$ cat src/cdc_pkg.sv
// Shared types, constants and calendar helper functions for the date counter.
// No dependencies.
package cdc_pkg;

  // Operation codes carried on the input tuser
  typedef enum logic [1:0] {
    OP_SET  = 2'd0,
    OP_INC  = 2'd1,
    OP_DEC  = 2'd2,
    OP_DIFF = 2'd3
  } op_t;

  // Widest year the stored year register can hold
  localparam int unsigned YEAR_MAX = 16383;

  localparam logic [4:0]  RESET_DAY   = 5'd1;
  localparam logic [3:0]  RESET_MONTH = 4'd1;
  localparam logic [13:0] RESET_YEAR  = 14'd1930;

  localparam logic [3:0]  MONTH_JAN = 4'd1;
  localparam logic [3:0]  MONTH_FEB = 4'd2;
  localparam logic [3:0]  MONTH_DEC = 4'd12;
  localparam logic [4:0]  LAST_DEC  = 5'd31;
  localparam logic [4:0]  LEAP_FEB  = 5'd29;

  localparam logic [4:0] MONTH_LEN [12] = '{
    5'd31, 5'd28, 5'd31, 5'd30, 5'd31, 5'd30,
    5'd31, 5'd31, 5'd30, 5'd31, 5'd30, 5'd31
  };

  // Days before the first of each month in a common year (index = month)
  localparam logic [8:0] CUM_DAYS [16] = '{
    9'd0,   9'd0,   9'd31,  9'd59,  9'd90,  9'd120, 9'd151, 9'd181,
    9'd212, 9'd243, 9'd273, 9'd304, 9'd334, 9'd365, 9'd365, 9'd365
  };

  // floor(q / 25) = (q * 5243) >> 17, exact for q below 43690
  localparam logic [12:0] RECIP25 = 13'd5243;

  // Checked input item
  typedef struct packed {
    op_t         op;
    logic [5:0]  day;
    logic [3:0]  month;
    logic [13:0] year;
    logic        leap;
    logic        d_ok;
    logic        m_ok;
    logic        y_ok;
  } chk_t;

  // Executed item: date after the operation plus the difference operand
  typedef struct packed {
    logic [4:0]  cur_day;
    logic [3:0]  cur_month;
    logic [13:0] cur_year;
    logic        day_rej;
    logic        month_rej;
    logic        year_rej;
    logic        range_hit;
    logic        diff_en;
    logic [4:0]  in_day;
    logic [3:0]  in_month;
    logic [13:0] in_year;
    logic        in_leap;
  } exe_t;

  // Day counts split into year base and day of year
  typedef struct packed {
    logic [4:0]  cur_day;
    logic [3:0]  cur_month;
    logic [13:0] cur_year;
    logic        day_rej;
    logic        month_rej;
    logic        year_rej;
    logic        range_hit;
    logic        diff_en;
    logic [22:0] base_a;
    logic [22:0] base_b;
    logic [8:0]  doy_a;
    logic [8:0]  doy_b;
  } cnt_t;

  // Finished result
  typedef struct packed {
    logic [4:0]         cur_day;
    logic [3:0]         cur_month;
    logic [13:0]        cur_year;
    logic signed [23:0] day_diff;
    logic               day_rej;
    logic               month_rej;
    logic               year_rej;
    logic               range_hit;
  } res_t;

  function automatic logic [9:0] div25(input logic [13:0] q);
    logic [26:0] prod;
    prod = {13'b0, q} * {14'b0, RECIP25};
    return prod[26:17];
  endfunction

  // Divisible by 4 and not by 100, or divisible by 400
  function automatic logic is_leap(input logic [15:0] y);
    logic [13:0] q;
    logic [13:0] back;
    q    = y[15:2];
    back = {4'b0, div25(q)} * 14'd25;
    return (y[1:0] == 2'b00) && ((q != back) || (y[3:0] == 4'b0000));
  endfunction

  function automatic logic [4:0] days_in(input logic [3:0] m, input logic lp);
    logic [3:0] idx;
    idx = m - 4'd1;
    if (m < MONTH_JAN || m > MONTH_DEC) begin
      return 5'd0;
    end
    if (m == MONTH_FEB && lp) begin
      return LEAP_FEB;
    end
    return MONTH_LEN[idx];
  endfunction

  // Days from Jan 1 of year 0 to Jan 1 of year y
  function automatic logic [22:0] year_base(input logic [13:0] y);
    logic [14:0] y3;
    logic [14:0] y99;
    logic [14:0] y399;
    logic [22:0] t;
    y3   = {1'b0, y} + 15'd3;
    y99  = {1'b0, y} + 15'd99;
    y399 = {1'b0, y} + 15'd399;
    t = {9'b0, y} * 23'd365;
    t = t + {10'b0, y3[14:2]}
          - {13'b0, div25({1'b0, y99[14:2]})}
          + {13'b0, div25({3'b0, y399[14:4]})};
    return t;
  endfunction

  // Zero-based day within the year
  function automatic logic [8:0] day_of_year(input logic [3:0] m, input logic [4:0] d,
                                             input logic lp);
    logic adj;
    adj = (m > MONTH_FEB) && lp;
    return CUM_DAYS[m] + {8'b0, adj} + {4'b0, d} - 9'd1;
  endfunction

endpackage

$ cat src/cdc_check.sv
// Input register and operand check stage of the date counter.
// Depends on cdc_pkg.
module cdc_check #(
  parameter int unsigned YEAR_TOP = 16383
) (
  input  logic               clk,
  input  logic               rst_n,
  input  logic               in_valid,
  output logic               in_ready,
  input  cdc_pkg::op_t       in_op,
  input  logic [5:0]         in_day,
  input  logic [3:0]         in_month,
  input  logic signed [15:0] in_year,
  output logic               chk_valid,
  output cdc_pkg::chk_t      chk,
  input  logic               chk_ready
);

  logic               s0_valid_r;
  cdc_pkg::op_t       s0_op_r;
  logic [5:0]         s0_day_r;
  logic [3:0]         s0_month_r;
  logic signed [15:0] s0_year_r;
  logic               chk_valid_r;
  cdc_pkg::chk_t      chk_r;
  cdc_pkg::chk_t      chk_nxt;

  logic       s0_adv;
  logic       s1_adv;
  logic [15:0] yabs;
  logic        leap;
  logic [4:0]  dim;
  logic        m_ok;

  // Advance a stage when it is empty or its content moves on
  assign s1_adv   = !chk_valid_r || chk_ready;
  assign s0_adv   = !s0_valid_r || s1_adv;
  assign in_ready = s0_adv;

  always_ff @(posedge clk) begin
    if (!rst_n) begin
      s0_valid_r  <= 1'b0;
      chk_valid_r <= 1'b0;
    end else begin
      if (s0_adv) begin
        s0_valid_r <= in_valid;
      end
      if (s1_adv) begin
        chk_valid_r <= s0_valid_r;
      end
    end
  end

  // Capture operands on each transfer
  always_ff @(posedge clk) begin
    if (s0_adv && in_valid) begin
      s0_op_r    <= in_op;
      s0_day_r   <= in_day;
      s0_month_r <= in_month;
      s0_year_r  <= in_year;
    end
    if (s1_adv && s0_valid_r) begin
      chk_r <= chk_nxt;
    end
  end

  // Validate day, month and year; a negative year takes leap status from its magnitude
  always_comb begin
    yabs = s0_year_r[15] ? (~s0_year_r + 16'd1) : s0_year_r;
    leap = cdc_pkg::is_leap(yabs);
    dim  = cdc_pkg::days_in(s0_month_r, leap);
    m_ok = (s0_month_r >= cdc_pkg::MONTH_JAN) && (s0_month_r <= cdc_pkg::MONTH_DEC);

    chk_nxt.op    = s0_op_r;
    chk_nxt.day   = s0_day_r;
    chk_nxt.month = s0_month_r;
    chk_nxt.year  = s0_year_r[13:0];
    chk_nxt.leap  = leap;
    chk_nxt.m_ok  = m_ok;
    chk_nxt.d_ok  = m_ok && (s0_day_r != 6'd0) && (s0_day_r <= {1'b0, dim});
    chk_nxt.y_ok  = !s0_year_r[15] && (s0_year_r[14:0] <= 15'(YEAR_TOP));
  end

  assign chk_valid = chk_valid_r;
  assign chk       = chk_r;

endmodule

$ cat src/cdc_exec.sv
// Execute stage: holds the stored date and applies set, step or difference.
// Depends on cdc_pkg.
module cdc_exec #(
  parameter int unsigned YEAR_TOP = 16383
) (
  input  logic          clk,
  input  logic          rst_n,
  input  logic          chk_valid,
  input  cdc_pkg::chk_t chk,
  output logic          chk_ready,
  output logic          exe_valid,
  output cdc_pkg::exe_t exe,
  input  logic          exe_ready
);

  logic [4:0]    day_r;
  logic [3:0]    month_r;
  logic [13:0]   year_r;
  logic [4:0]    day_nxt;
  logic [3:0]    month_nxt;
  logic [13:0]   year_nxt;
  logic          exe_valid_r;
  cdc_pkg::exe_t exe_r;
  cdc_pkg::exe_t exe_nxt;

  logic       adv;
  logic       take;
  logic       leap_s;
  logic [4:0] dim;
  logic [4:0] dim_prev;
  logic       rej_en;
  logic       hit;
  logic       diff_en;

  assign adv       = !exe_valid_r || exe_ready;
  assign chk_ready = adv;
  assign take      = chk_valid && adv;

  // Month lengths of the stored date and of the month before it
  always_comb begin
    leap_s   = cdc_pkg::is_leap({2'b0, year_r});
    dim      = cdc_pkg::days_in(month_r, leap_s);
    dim_prev = cdc_pkg::days_in(month_r - 4'd1, leap_s);
  end

  // Apply the operation to the stored date
  always_comb begin
    day_nxt   = day_r;
    month_nxt = month_r;
    year_nxt  = year_r;
    rej_en    = 1'b0;
    hit       = 1'b0;
    diff_en   = 1'b0;
    unique case (chk.op)
      cdc_pkg::OP_SET: begin
        rej_en = 1'b1;
        if (chk.d_ok) begin
          day_nxt = chk.day[4:0];
        end
        if (chk.m_ok) begin
          month_nxt = chk.month;
        end
        if (chk.y_ok) begin
          year_nxt = chk.year;
        end
      end
      cdc_pkg::OP_INC: begin
        if (day_r >= dim) begin
          if (month_r >= cdc_pkg::MONTH_DEC) begin
            if (year_r >= 14'(YEAR_TOP)) begin
              hit = 1'b1;
            end else begin
              year_nxt  = year_r + 14'd1;
              month_nxt = cdc_pkg::MONTH_JAN;
              day_nxt   = 5'd1;
            end
          end else begin
            month_nxt = month_r + 4'd1;
            day_nxt   = 5'd1;
          end
        end else begin
          day_nxt = day_r + 5'd1;
        end
      end
      cdc_pkg::OP_DEC: begin
        if (day_r <= 5'd1) begin
          if (month_r <= cdc_pkg::MONTH_JAN) begin
            if (year_r == 14'd0) begin
              hit = 1'b1;
            end else begin
              year_nxt  = year_r - 14'd1;
              month_nxt = cdc_pkg::MONTH_DEC;
              day_nxt   = cdc_pkg::LAST_DEC;
            end
          end else begin
            month_nxt = month_r - 4'd1;
            day_nxt   = dim_prev;
          end
        end else begin
          day_nxt = day_r - 5'd1;
        end
      end
      cdc_pkg::OP_DIFF: begin
        rej_en  = 1'b1;
        diff_en = chk.d_ok && chk.m_ok && chk.y_ok;
      end
    endcase
  end

  // Result snapshot: date after the operation plus difference operand
  always_comb begin
    exe_nxt.cur_day   = day_nxt;
    exe_nxt.cur_month = month_nxt;
    exe_nxt.cur_year  = year_nxt;
    exe_nxt.day_rej   = rej_en && !chk.d_ok;
    exe_nxt.month_rej = rej_en && !chk.m_ok;
    exe_nxt.year_rej  = rej_en && !chk.y_ok;
    exe_nxt.range_hit = hit;
    exe_nxt.diff_en   = diff_en;
    exe_nxt.in_day    = chk.day[4:0];
    exe_nxt.in_month  = chk.month;
    exe_nxt.in_year   = chk.year;
    exe_nxt.in_leap   = chk.leap;
  end

  always_ff @(posedge clk) begin
    if (!rst_n) begin
      day_r       <= cdc_pkg::RESET_DAY;
      month_r     <= cdc_pkg::RESET_MONTH;
      year_r      <= cdc_pkg::RESET_YEAR;
      exe_valid_r <= 1'b0;
    end else begin
      if (take) begin
        day_r   <= day_nxt;
        month_r <= month_nxt;
        year_r  <= year_nxt;
      end
      if (adv) begin
        exe_valid_r <= chk_valid;
      end
    end
  end

  always_ff @(posedge clk) begin
    if (take) begin
      exe_r <= exe_nxt;
    end
  end

  assign exe_valid = exe_valid_r;
  assign exe       = exe_r;

endmodule

$ cat src/cdc_count.sv
// Day-count stage and output register: turns both dates into day numbers
// and subtracts them. Depends on cdc_pkg.
module cdc_count (
  input  logic          clk,
  input  logic          rst_n,
  input  logic          exe_valid,
  input  cdc_pkg::exe_t exe,
  output logic          exe_ready,
  output logic          res_valid,
  output cdc_pkg::res_t res,
  input  logic          res_ready
);

  logic          cnt_valid_r;
  cdc_pkg::cnt_t cnt_r;
  cdc_pkg::cnt_t cnt_nxt;
  logic          res_valid_r;
  cdc_pkg::res_t res_r;
  cdc_pkg::res_t res_nxt;

  logic        s3_adv;
  logic        s4_adv;
  logic [22:0] cnt_a;
  logic [22:0] cnt_b;
  logic [23:0] diff;

  assign s4_adv    = !res_valid_r || res_ready;
  assign s3_adv    = !cnt_valid_r || s4_adv;
  assign exe_ready = s3_adv;

  // Year base and day of year for stored and input dates
  always_comb begin
    cnt_nxt.cur_day   = exe.cur_day;
    cnt_nxt.cur_month = exe.cur_month;
    cnt_nxt.cur_year  = exe.cur_year;
    cnt_nxt.day_rej   = exe.day_rej;
    cnt_nxt.month_rej = exe.month_rej;
    cnt_nxt.year_rej  = exe.year_rej;
    cnt_nxt.range_hit = exe.range_hit;
    cnt_nxt.diff_en   = exe.diff_en;
    cnt_nxt.base_a    = cdc_pkg::year_base(exe.cur_year);
    cnt_nxt.base_b    = cdc_pkg::year_base(exe.in_year);
    cnt_nxt.doy_a     = cdc_pkg::day_of_year(exe.cur_month, exe.cur_day,
                                             cdc_pkg::is_leap({2'b0, exe.cur_year}));
    cnt_nxt.doy_b     = cdc_pkg::day_of_year(exe.in_month, exe.in_day, exe.in_leap);
  end

  // Stored minus input day number; zero unless a difference operation's operands all passed
  always_comb begin
    cnt_a = cnt_r.base_a + {14'b0, cnt_r.doy_a};
    cnt_b = cnt_r.base_b + {14'b0, cnt_r.doy_b};
    diff  = {1'b0, cnt_a} - {1'b0, cnt_b};

    res_nxt.cur_day   = cnt_r.cur_day;
    res_nxt.cur_month = cnt_r.cur_month;
    res_nxt.cur_year  = cnt_r.cur_year;
    res_nxt.day_diff  = cnt_r.diff_en ? $signed(diff) : 24'sd0;
    res_nxt.day_rej   = cnt_r.day_rej;
    res_nxt.month_rej = cnt_r.month_rej;
    res_nxt.year_rej  = cnt_r.year_rej;
    res_nxt.range_hit = cnt_r.range_hit;
  end

  always_ff @(posedge clk) begin
    if (!rst_n) begin
      cnt_valid_r <= 1'b0;
      res_valid_r <= 1'b0;
    end else begin
      if (s3_adv) begin
        cnt_valid_r <= exe_valid;
      end
      if (s4_adv) begin
        res_valid_r <= cnt_valid_r;
      end
    end
  end

  always_ff @(posedge clk) begin
    if (s3_adv && exe_valid) begin
      cnt_r <= cnt_nxt;
    end
    if (s4_adv && cnt_valid_r) begin
      res_r <= res_nxt;
    end
  end

  assign res_valid = res_valid_r;
  assign res       = res_r;

endmodule

$ cat src/calendar_date_counter.sv
// Gregorian calendar date counter: holds a date and applies set, next day,
// previous day or difference, one operation per stream transfer. Each
// operation returns one result with the stored date after it, the day
// difference (stored minus input, zero unless a difference operation had
// every operand valid) and the operand and range flags. The block takes
// one item every clock cycle while the result side is not stalled. Each
// result passes an input register, an operand check stage, the execute
// stage holding the stored date, a day count stage and the output register.
// Backpressure on the result side fills the stages before the input
// stalls. After reset the date is January 1, 1930, with no start-up delay.
// Depends on cdc_pkg, cdc_check, cdc_exec and cdc_count.
module calendar_date_counter #(
  parameter int unsigned YEAR_LIMIT = 16383
) (
  input  logic        clk,
  input  logic        rst_n,
  input  logic        in_tvalid,
  output logic        in_tready,
  input  logic [31:0] in_tdata,   // in_day[5:0], in_month[9:6], in_year[25:10], zero
  input  logic [1:0]  in_tuser,   // op[1:0]
  output logic        out_tvalid,
  input  logic        out_tready,
  output logic [55:0] out_tdata   // cur_day[4:0], cur_month[8:5], cur_year[22:9],
                                  // day_diff[46:23], day_rejected[47],
                                  // month_rejected[48], year_rejected[49],
                                  // range_hit[50], zero
);

  localparam int unsigned YearTop =
    (YEAR_LIMIT < cdc_pkg::YEAR_MAX) ? YEAR_LIMIT : cdc_pkg::YEAR_MAX;

  logic          chk_valid;
  logic          chk_ready;
  cdc_pkg::chk_t chk;
  logic          exe_valid;
  logic          exe_ready;
  cdc_pkg::exe_t exe;
  cdc_pkg::res_t res;

  cdc_check #(
    .YEAR_TOP (YearTop)
  ) u_check (
    .clk       (clk),
    .rst_n     (rst_n),
    .in_valid  (in_tvalid),
    .in_ready  (in_tready),
    .in_op     (cdc_pkg::op_t'(in_tuser)),
    .in_day    (in_tdata[5:0]),
    .in_month  (in_tdata[9:6]),
    .in_year   ($signed(in_tdata[25:10])),
    .chk_valid (chk_valid),
    .chk       (chk),
    .chk_ready (chk_ready)
  );

  cdc_exec #(
    .YEAR_TOP (YearTop)
  ) u_exec (
    .clk       (clk),
    .rst_n     (rst_n),
    .chk_valid (chk_valid),
    .chk       (chk),
    .chk_ready (chk_ready),
    .exe_valid (exe_valid),
    .exe       (exe),
    .exe_ready (exe_ready)
  );

  cdc_count u_count (
    .clk       (clk),
    .rst_n     (rst_n),
    .exe_valid (exe_valid),
    .exe       (exe),
    .exe_ready (exe_ready),
    .res_valid (out_tvalid),
    .res       (res),
    .res_ready (out_tready)
  );

  // Pack the result, first field in the low bits
  assign out_tdata = {5'b0, res.range_hit, res.year_rej, res.month_rej, res.day_rej,
                      res.day_diff, res.cur_year, res.cur_month, res.cur_day};

endmodule

$ cat config.mk
export PLATFORM = sky130hd
export DESIGN_NAME = calendar_date_counter
export DESIGN_NICKNAME = d
export VERILOG_FILES = /design/src/cdc_pkg.sv /design/src/cdc_check.sv /design/src/cdc_exec.sv /design/src/cdc_count.sv /design/src/calendar_date_counter.sv
export SDC_FILE = /design/constraint.sdc
export NUM_CORES = 2
export LEC_CHECK = 0
export ABC_AREA = 1
export BUFFER_PORTS_ARGS = -buffer_cell sky130_fd_sc_hd__buf_2
export CAP_MARGIN = 20
export CORE_ASPECT_RATIO = 1.75
export CORE_MARGIN = 5
export CORE_UTILIZATION = 55
export CTS_BUF_LIST = sky130_fd_sc_hd__clkbuf_4 sky130_fd_sc_hd__clkbuf_8
export CTS_CLUSTER_SIZE = 40
export DETAILED_ROUTE_END_ITERATION = 6
export PLACE_DENSITY = 0.77
export SETUP_SLACK_MARGIN = 0.5
export SYNTH_ARGS = -nofsm -noshare
export SYNTH_HDL_FRONTEND = slang
export SYNTH_HIERARCHICAL = 1
export SYNTH_SLANG_ARGS = --single-unit
$ cat constraint.sdc
create_clock -name clk -period 16.4 [get_ports clk]
set_clock_uncertainty 0.1 [all_clocks]
set_input_delay 2.46 -clock clk [delete_from_list [all_inputs] [get_ports clk]]
set_output_delay 2.46 -clock clk [all_outputs]
set_load 0.01 [all_outputs]
**After elaboration in Yosys (flattened, before gate mapping)**

Memories as Yosys holds them, arrays and structs flattened.
Index checks and enable logic that the tools add are counted.
W data, S select, Z words.

- Register bits after elaboration: 280
- Bits in read-only memories: 528
- Input bits: 38
- Output and inout port bits: 58
- Word-level logic and storage cells: 252
- Memories: 5

Memories:

| memory | depth | bits a word | read ports | clocked after memory_dff | write ports | line | RTL |
|---|---|---|---|---|---|---|---|
| (no name shown) | 16 | 9 | 1 | 0 | 0 | cdc_pkg.sv:144 | `return CUM_DAYS[m] + {8'b0, adj} + {4'b0, d} - 9'd1;` |
| (no name shown) | 16 | 9 | 1 | 0 | 0 | cdc_pkg.sv:144 |  |
| (no name shown) | 16 | 5 | 1 | 0 | 0 | cdc_pkg.sv:120 | `return MONTH_LEN[idx];` |
| (no name shown) | 16 | 5 | 1 | 0 | 0 | cdc_pkg.sv:120 |  |
| (no name shown) | 16 | 5 | 1 | 0 | 0 | cdc_pkg.sv:120 |  |

- Add/sub/neg operators: 30
- Multipliers: 12
- $lt $le $gt $ge: 22
- Equality and inequality tests: 9
- Muxes and demuxes: 64
- Bitwise gates (word level): 6
- Reductions and logical operators: 52

Operators with widths:

| cell | number |
|---|---|
| $mux W5 | 25 |
| $mux W14 | 7 |
| $mul A13 B13 Y26 const B | 2 |
| $mul A12 B13 Y25 const B | 2 |
| $mul A11 B13 Y24 const B | 2 |
| $add A23 B13 Y23 | 2 |
| $add A23 B7 Y23 | 2 |
| $add A23 B9 Y23 | 2 |
| $mul A14 B9 Y23 const B | 2 |
| $sub A23 B9 Y23 | 2 |
| $pmux W14 S3 | 1 |
| $mux W9 | 4 |
| $add A14 B2 Y15 const B | 2 |
| $add A14 B7 Y15 const B | 2 |
| $add A14 B9 Y15 const B | 2 |
| $mux W4 | 7 |
| $mul A14 B13 Y27 const B | 1 |
| $mul A8 B5 Y13 const B | 2 |
| $ne A12 B13 Y1 | 2 |
| $ge A5 B5 Y1 const B | 5 |
| $not A4 Y5 | 5 |
| $sub A23 B23 Y24 | 1 |
| $logic_and A1 B1 Y1 | 22 |
| $add A9 B1 Y9 | 2 |
| 39 further kinds | 89 |

**Longest topological paths before layout**

- Word-level depth: 15
- Depth in mapped cells: 59
- Gate-level depth less buffers: 58

**Hierarchy**

The synthesis kept the hierarchy.

By module, submodules not included:

| module | instances | cells each | area an instance (um^2) | seq. area each (um^2) |
|---|---|---|---|---|
| cdc_count | 1 | 3,875 | 33,540.9 | 4,334.2 |
| cdc_exec | 1 | 1,047 | 8,615.8 | 2,042.0 |
| cdc_check | 1 | 823 | 7,450.9 | 1,781.7 |
| calendar_date_counter | 1 | 6 | 41.3 | 0.0 |

**Worst setup path after synthesis**

No wires, ideal clock.

- Path kind: reg2reg
- Start point: register u_exec.exe_r (netlist bit u_exec/exe[31])
- End point: register u_count/cnt_r[59] (netlist bit) (data pin)
- Library setup time: 0.258 ns
- Arrival: 9.097 ns
- Data required time: 16.042 ns
- Setup slack: 6.944 ns
- Stages on the path, launching flop included: 46
- Buffers on the path: 0
- Clock period less this slack: 9.456 ns
- Cell sequence: edfxtp_1 > inv_1 > ha_1 > nand2_1 > nand2_1 > a21oi_1 > o21ai_0 > inv_1 > nor2_1 > nand2_1 > xor2_1 > inv_1 > ha_1 > inv_1 > fa_1 > inv_1 > fa_1 > inv_1 > [10 not listed] > nand2_1 > nand3_1 > nand2_1 > fa_1 > inv_1 > fa_1 > fa_1 > inv_1 > fa_1 > inv_1 > ha_1 > a21o_1 > a31oi_2 > o21ai_1 > nand3_1 > nand2_1 > a21oi_1 > xnor2_1

RTL lines:

| element | line | RTL |
|---|---|---|
| start: declaration | cdc_exec.sv:23 | `cdc_pkg::exe_t exe_r;` |
| start signal: assignment | cdc_exec.sv:146 | `exe_r <= exe_nxt;` |
| end signal: assignment | cdc_count.sv:80 | `cnt_r <= cnt_nxt;` |
| end: declaration | cdc_count.sv:15 | `cdc_pkg::cnt_t cnt_r;` |

==> summary by stage <==
Worst setup path
The end of the worst register-to-register path is u_count/cnt_r[59]$_DFFE_PP_. The timing startpoint of the critical path is u_exec/exe[37]$_DFFE_PP_. The largest fanout on the critical path is 11. The cell type of the slowest stage on the worst timing path is sky130_fd_sc_hd__edfxtp_1. STA puts the critical path data required time at 16.67 ns.

The origin of the critical flop-to-flop path is u_exec/exe[37]$_DFFE_PP_. In this run the register-to-register setup slack is 5.32 ns. The depth of the worst register-to-register path is 43.

The critical path data arrival time is 11.35 ns. In this design, the critical path's most frequently occurring cell is sky130_fd_sc_hd__inv_1. The biggest cell delay along the critical path is 0.89 ns. The worst setup path is captured at a flop.

The type of origin of the critical path is a flop. The critical path is of the flop to flop type.

Floorplanning
The floorplan step defined a die boundary enclosing 96600 um^2. The die outline height is 407 um. The die is 237 um wide. Once the floorplan was initialized, standard cells occupied 55.5% of the core. For this design the top-level I/O count stands at 96.

The floorplan has 145 rows. The area inside the core boundary is 89400 um^2.

Timing
The final hold violation count is 0. Setup repair after global routing left no endpoint under its margin. Timing would allow up to 0.0903 GHz. The count of final max-slew check failures was 0.

After routing, the total negative slack on setup checks comes to 0 ns. Measured against its own limit, the worst slew margin works out to 28.7%. For the pin with the worst max-slew slack, the measured transition is 1.07 ns.

The minimum clock period is 11.08 ns. The final cycle utilization of the critical path is 67.5%. Setup violations remaining at the end of the flow were counted as 0.

Synthesis
The post-synthesis instance total is 5750. During synthesis, Yosys emitted a total of 6 warnings. Summing every instance area after synthesis gives 49600 um^2. The mean area per synthesized cell is 8.63 um^2.

CTS
After clock tree synthesis, the setup repair step added 0 buffers. TritonCTS built the clock tree. Post-CTS repair changed the size of 0 cells. CTS saw 280 sinks.

In this run, CTS created clock tree buffers numbering 49. The clock passes through at most 3 buffers. The insertion delay to the later sink of the worst-skew pair is 0.63 ns. The number of levels in the clock H-tree is 2. The cell sitting at the root of the clock tree is a sky130_fd_sc_hd__clkbuf_8.

After clock tree synthesis, the clock-pin slew on the worst setup and hold paths is 0.07 ns. For this design, the CTS-stage hold fixing added 0 buffers.

Final layout
At the end of the flow, the number of nets in the layout was 7409. The post-route netlist has 6.00% of its cells at a drive strength greater than 1. From synthesis to final layout, the design area changed by 6.16%.

Outcome
The run finished with clean final reports.

Global route
Global routing used 24.5% of the available met1 tracks. The first global-routing pass estimated 201000 um of wire. In the global route stage, overall resource usage came out at 25.7%. The number of antenna violations at the first check in global routing is 1. The via count of the first global-routing pass came to 41036. The met3 capacity usage during global routing is 2.20%. met2 is the most crowded layer. The fraction of met2 tracks used by global routing is 50.1%.

The overall overflow remaining after global route is 0. The largest net degree at the start of global routing is 82.

Min path
The number of stages on the worst hold path is 0. The worst-case hold path end point is u_count/res[40]$_DFFE_PP_. The launch point of the worst hold path is u_count/cnt_r[81]$_DFFE_PP_. The type of the worst min-delay path is flop to flop.

Route
The first-iteration detailed-routing DRC count is 1811. After detailed routing, the average wire length per cell comes to 17.6 um. Before antenna repair, the detailed router went through 6 iterations.

For this block, the routed nets add up to 125000 um of wire. The routed layout has 38377 vias. The mean number of vias per cell is 5.41.

The remaining number of nets flagged by the antenna check after routing is 0. After detailed routing, the number of remaining DRC violations is 0.

Place
In this run the tool buffered the top-level ports with 84 buffer cells. The wire-length estimate of the detail-placed layout is 109000 um. The final estimated routing congestion in global placement is 0.974.

Flow run
The count of maximum capacitance violations is 0.
[per-layer routing]
metal | share of wire (%) | up-vias
met5 | 0 | -
li1 | - | 18585
met3 | 3.5 | 512
met2 | 54 | 1099
met1 | 33 | 18181
met4 | 9.3 | 0
[stage by stage]
stage	utilization (%)	hold slack, ns	setup slack (ns)	std cells	area (um^2)
finish	58.9	0.314	5.32	7093	52700
global route	58.9	0.318	4.68	7093	52700
CTS	58.9	0.314	5.32	7092	52700
detailed placement	57.6	0.305	5.34	7001	51500
global placement	57.6	0.303	5.47	7001	51500
floorplan	-	0.300	6.94	5754	49600
[how the worst max path moves through the flow]
stage                                  endpoint  slack (ns)  cells past startpoint
finish              u_count/cnt_r[59]$_DFFE_PP_        5.32                     43
global route        u_count/cnt_r[59]$_DFFE_PP_        4.68                     43
CTS                 u_count/cnt_r[59]$_DFFE_PP_        5.32                     43
detailed placement  u_count/cnt_r[59]$_DFFE_PP_        5.34                     43
global placement    u_count/cnt_r[59]$_DFFE_PP_        5.47                     43
floorplan           u_count/cnt_r[59]$_DFFE_PP_        6.94                     45
[sequential cells by signal, indices dropped and copies added (netlist names)]
name                 cells
u_check/chk_valid        1
u_exec/month_r           4
u_exec/year_r           14
u_check/s0_year_r       16
u_exec/exe              52
u_count/cnt_valid_r      1
u_count/res             51
u_check/s0_valid_r       1
u_count/res_valid        1
u_exec/exe_valid         1
u_check/s0_day_r         6
u_count/cnt_r           92
u_check/s0_op_r          2
u_check/chk             29
u_exec/day_r             5
u_check/s0_month_r       4
[placed cells by master, fill, tap and decap left out, drive strengths merged, types with 6 or more instances in the layout]
master and n:
o21ai 215, a221oi 8, xor2 193, fa 505
nor4 12, nand4 45, nor3 54, o22ai 9
nand3 221, a211oi 12, nor2 311, ha 990
a21boi 9, edfxtp 252, dfxtp 28, o21bai 36
inv 1458, and3 7, a21oi 320, bufinv 6
o211ai 22, a31oi 22, a21o 34, xnor2 64
clkbuf 65, nand3b 15, clkinv 23, buf 108
o21a 8, nand2 806, or2 10
[final cells by class]
type                    instances  area [um^2]
diodes                          1         2.50
clock buffers                  65          820
clock inverters                26          318
fillers                      7766        36800
inverters                    1465         5510
multi-input cells            3972        35800
flip-flops and latches        280         8130
well taps                    1176         1470
repair buffers                108          601
[worst max-delay path, delay by kind of cell (launching register included)]
kind	cells	cell delay, ns
adder cells (fa/ha/maj)	12	5.54
AND/OR/NAND/NOR	12	1.21
XOR/XNOR	2	0.60
flip-flops	1	0.89
buffers and inverters	10	1.11
AO/OA/AOI/OAI	7	1.34
Power is left out: the tool's default activity adds up to more than one toggle a clock period on the data nets, which glitch-free logic cannot reach.
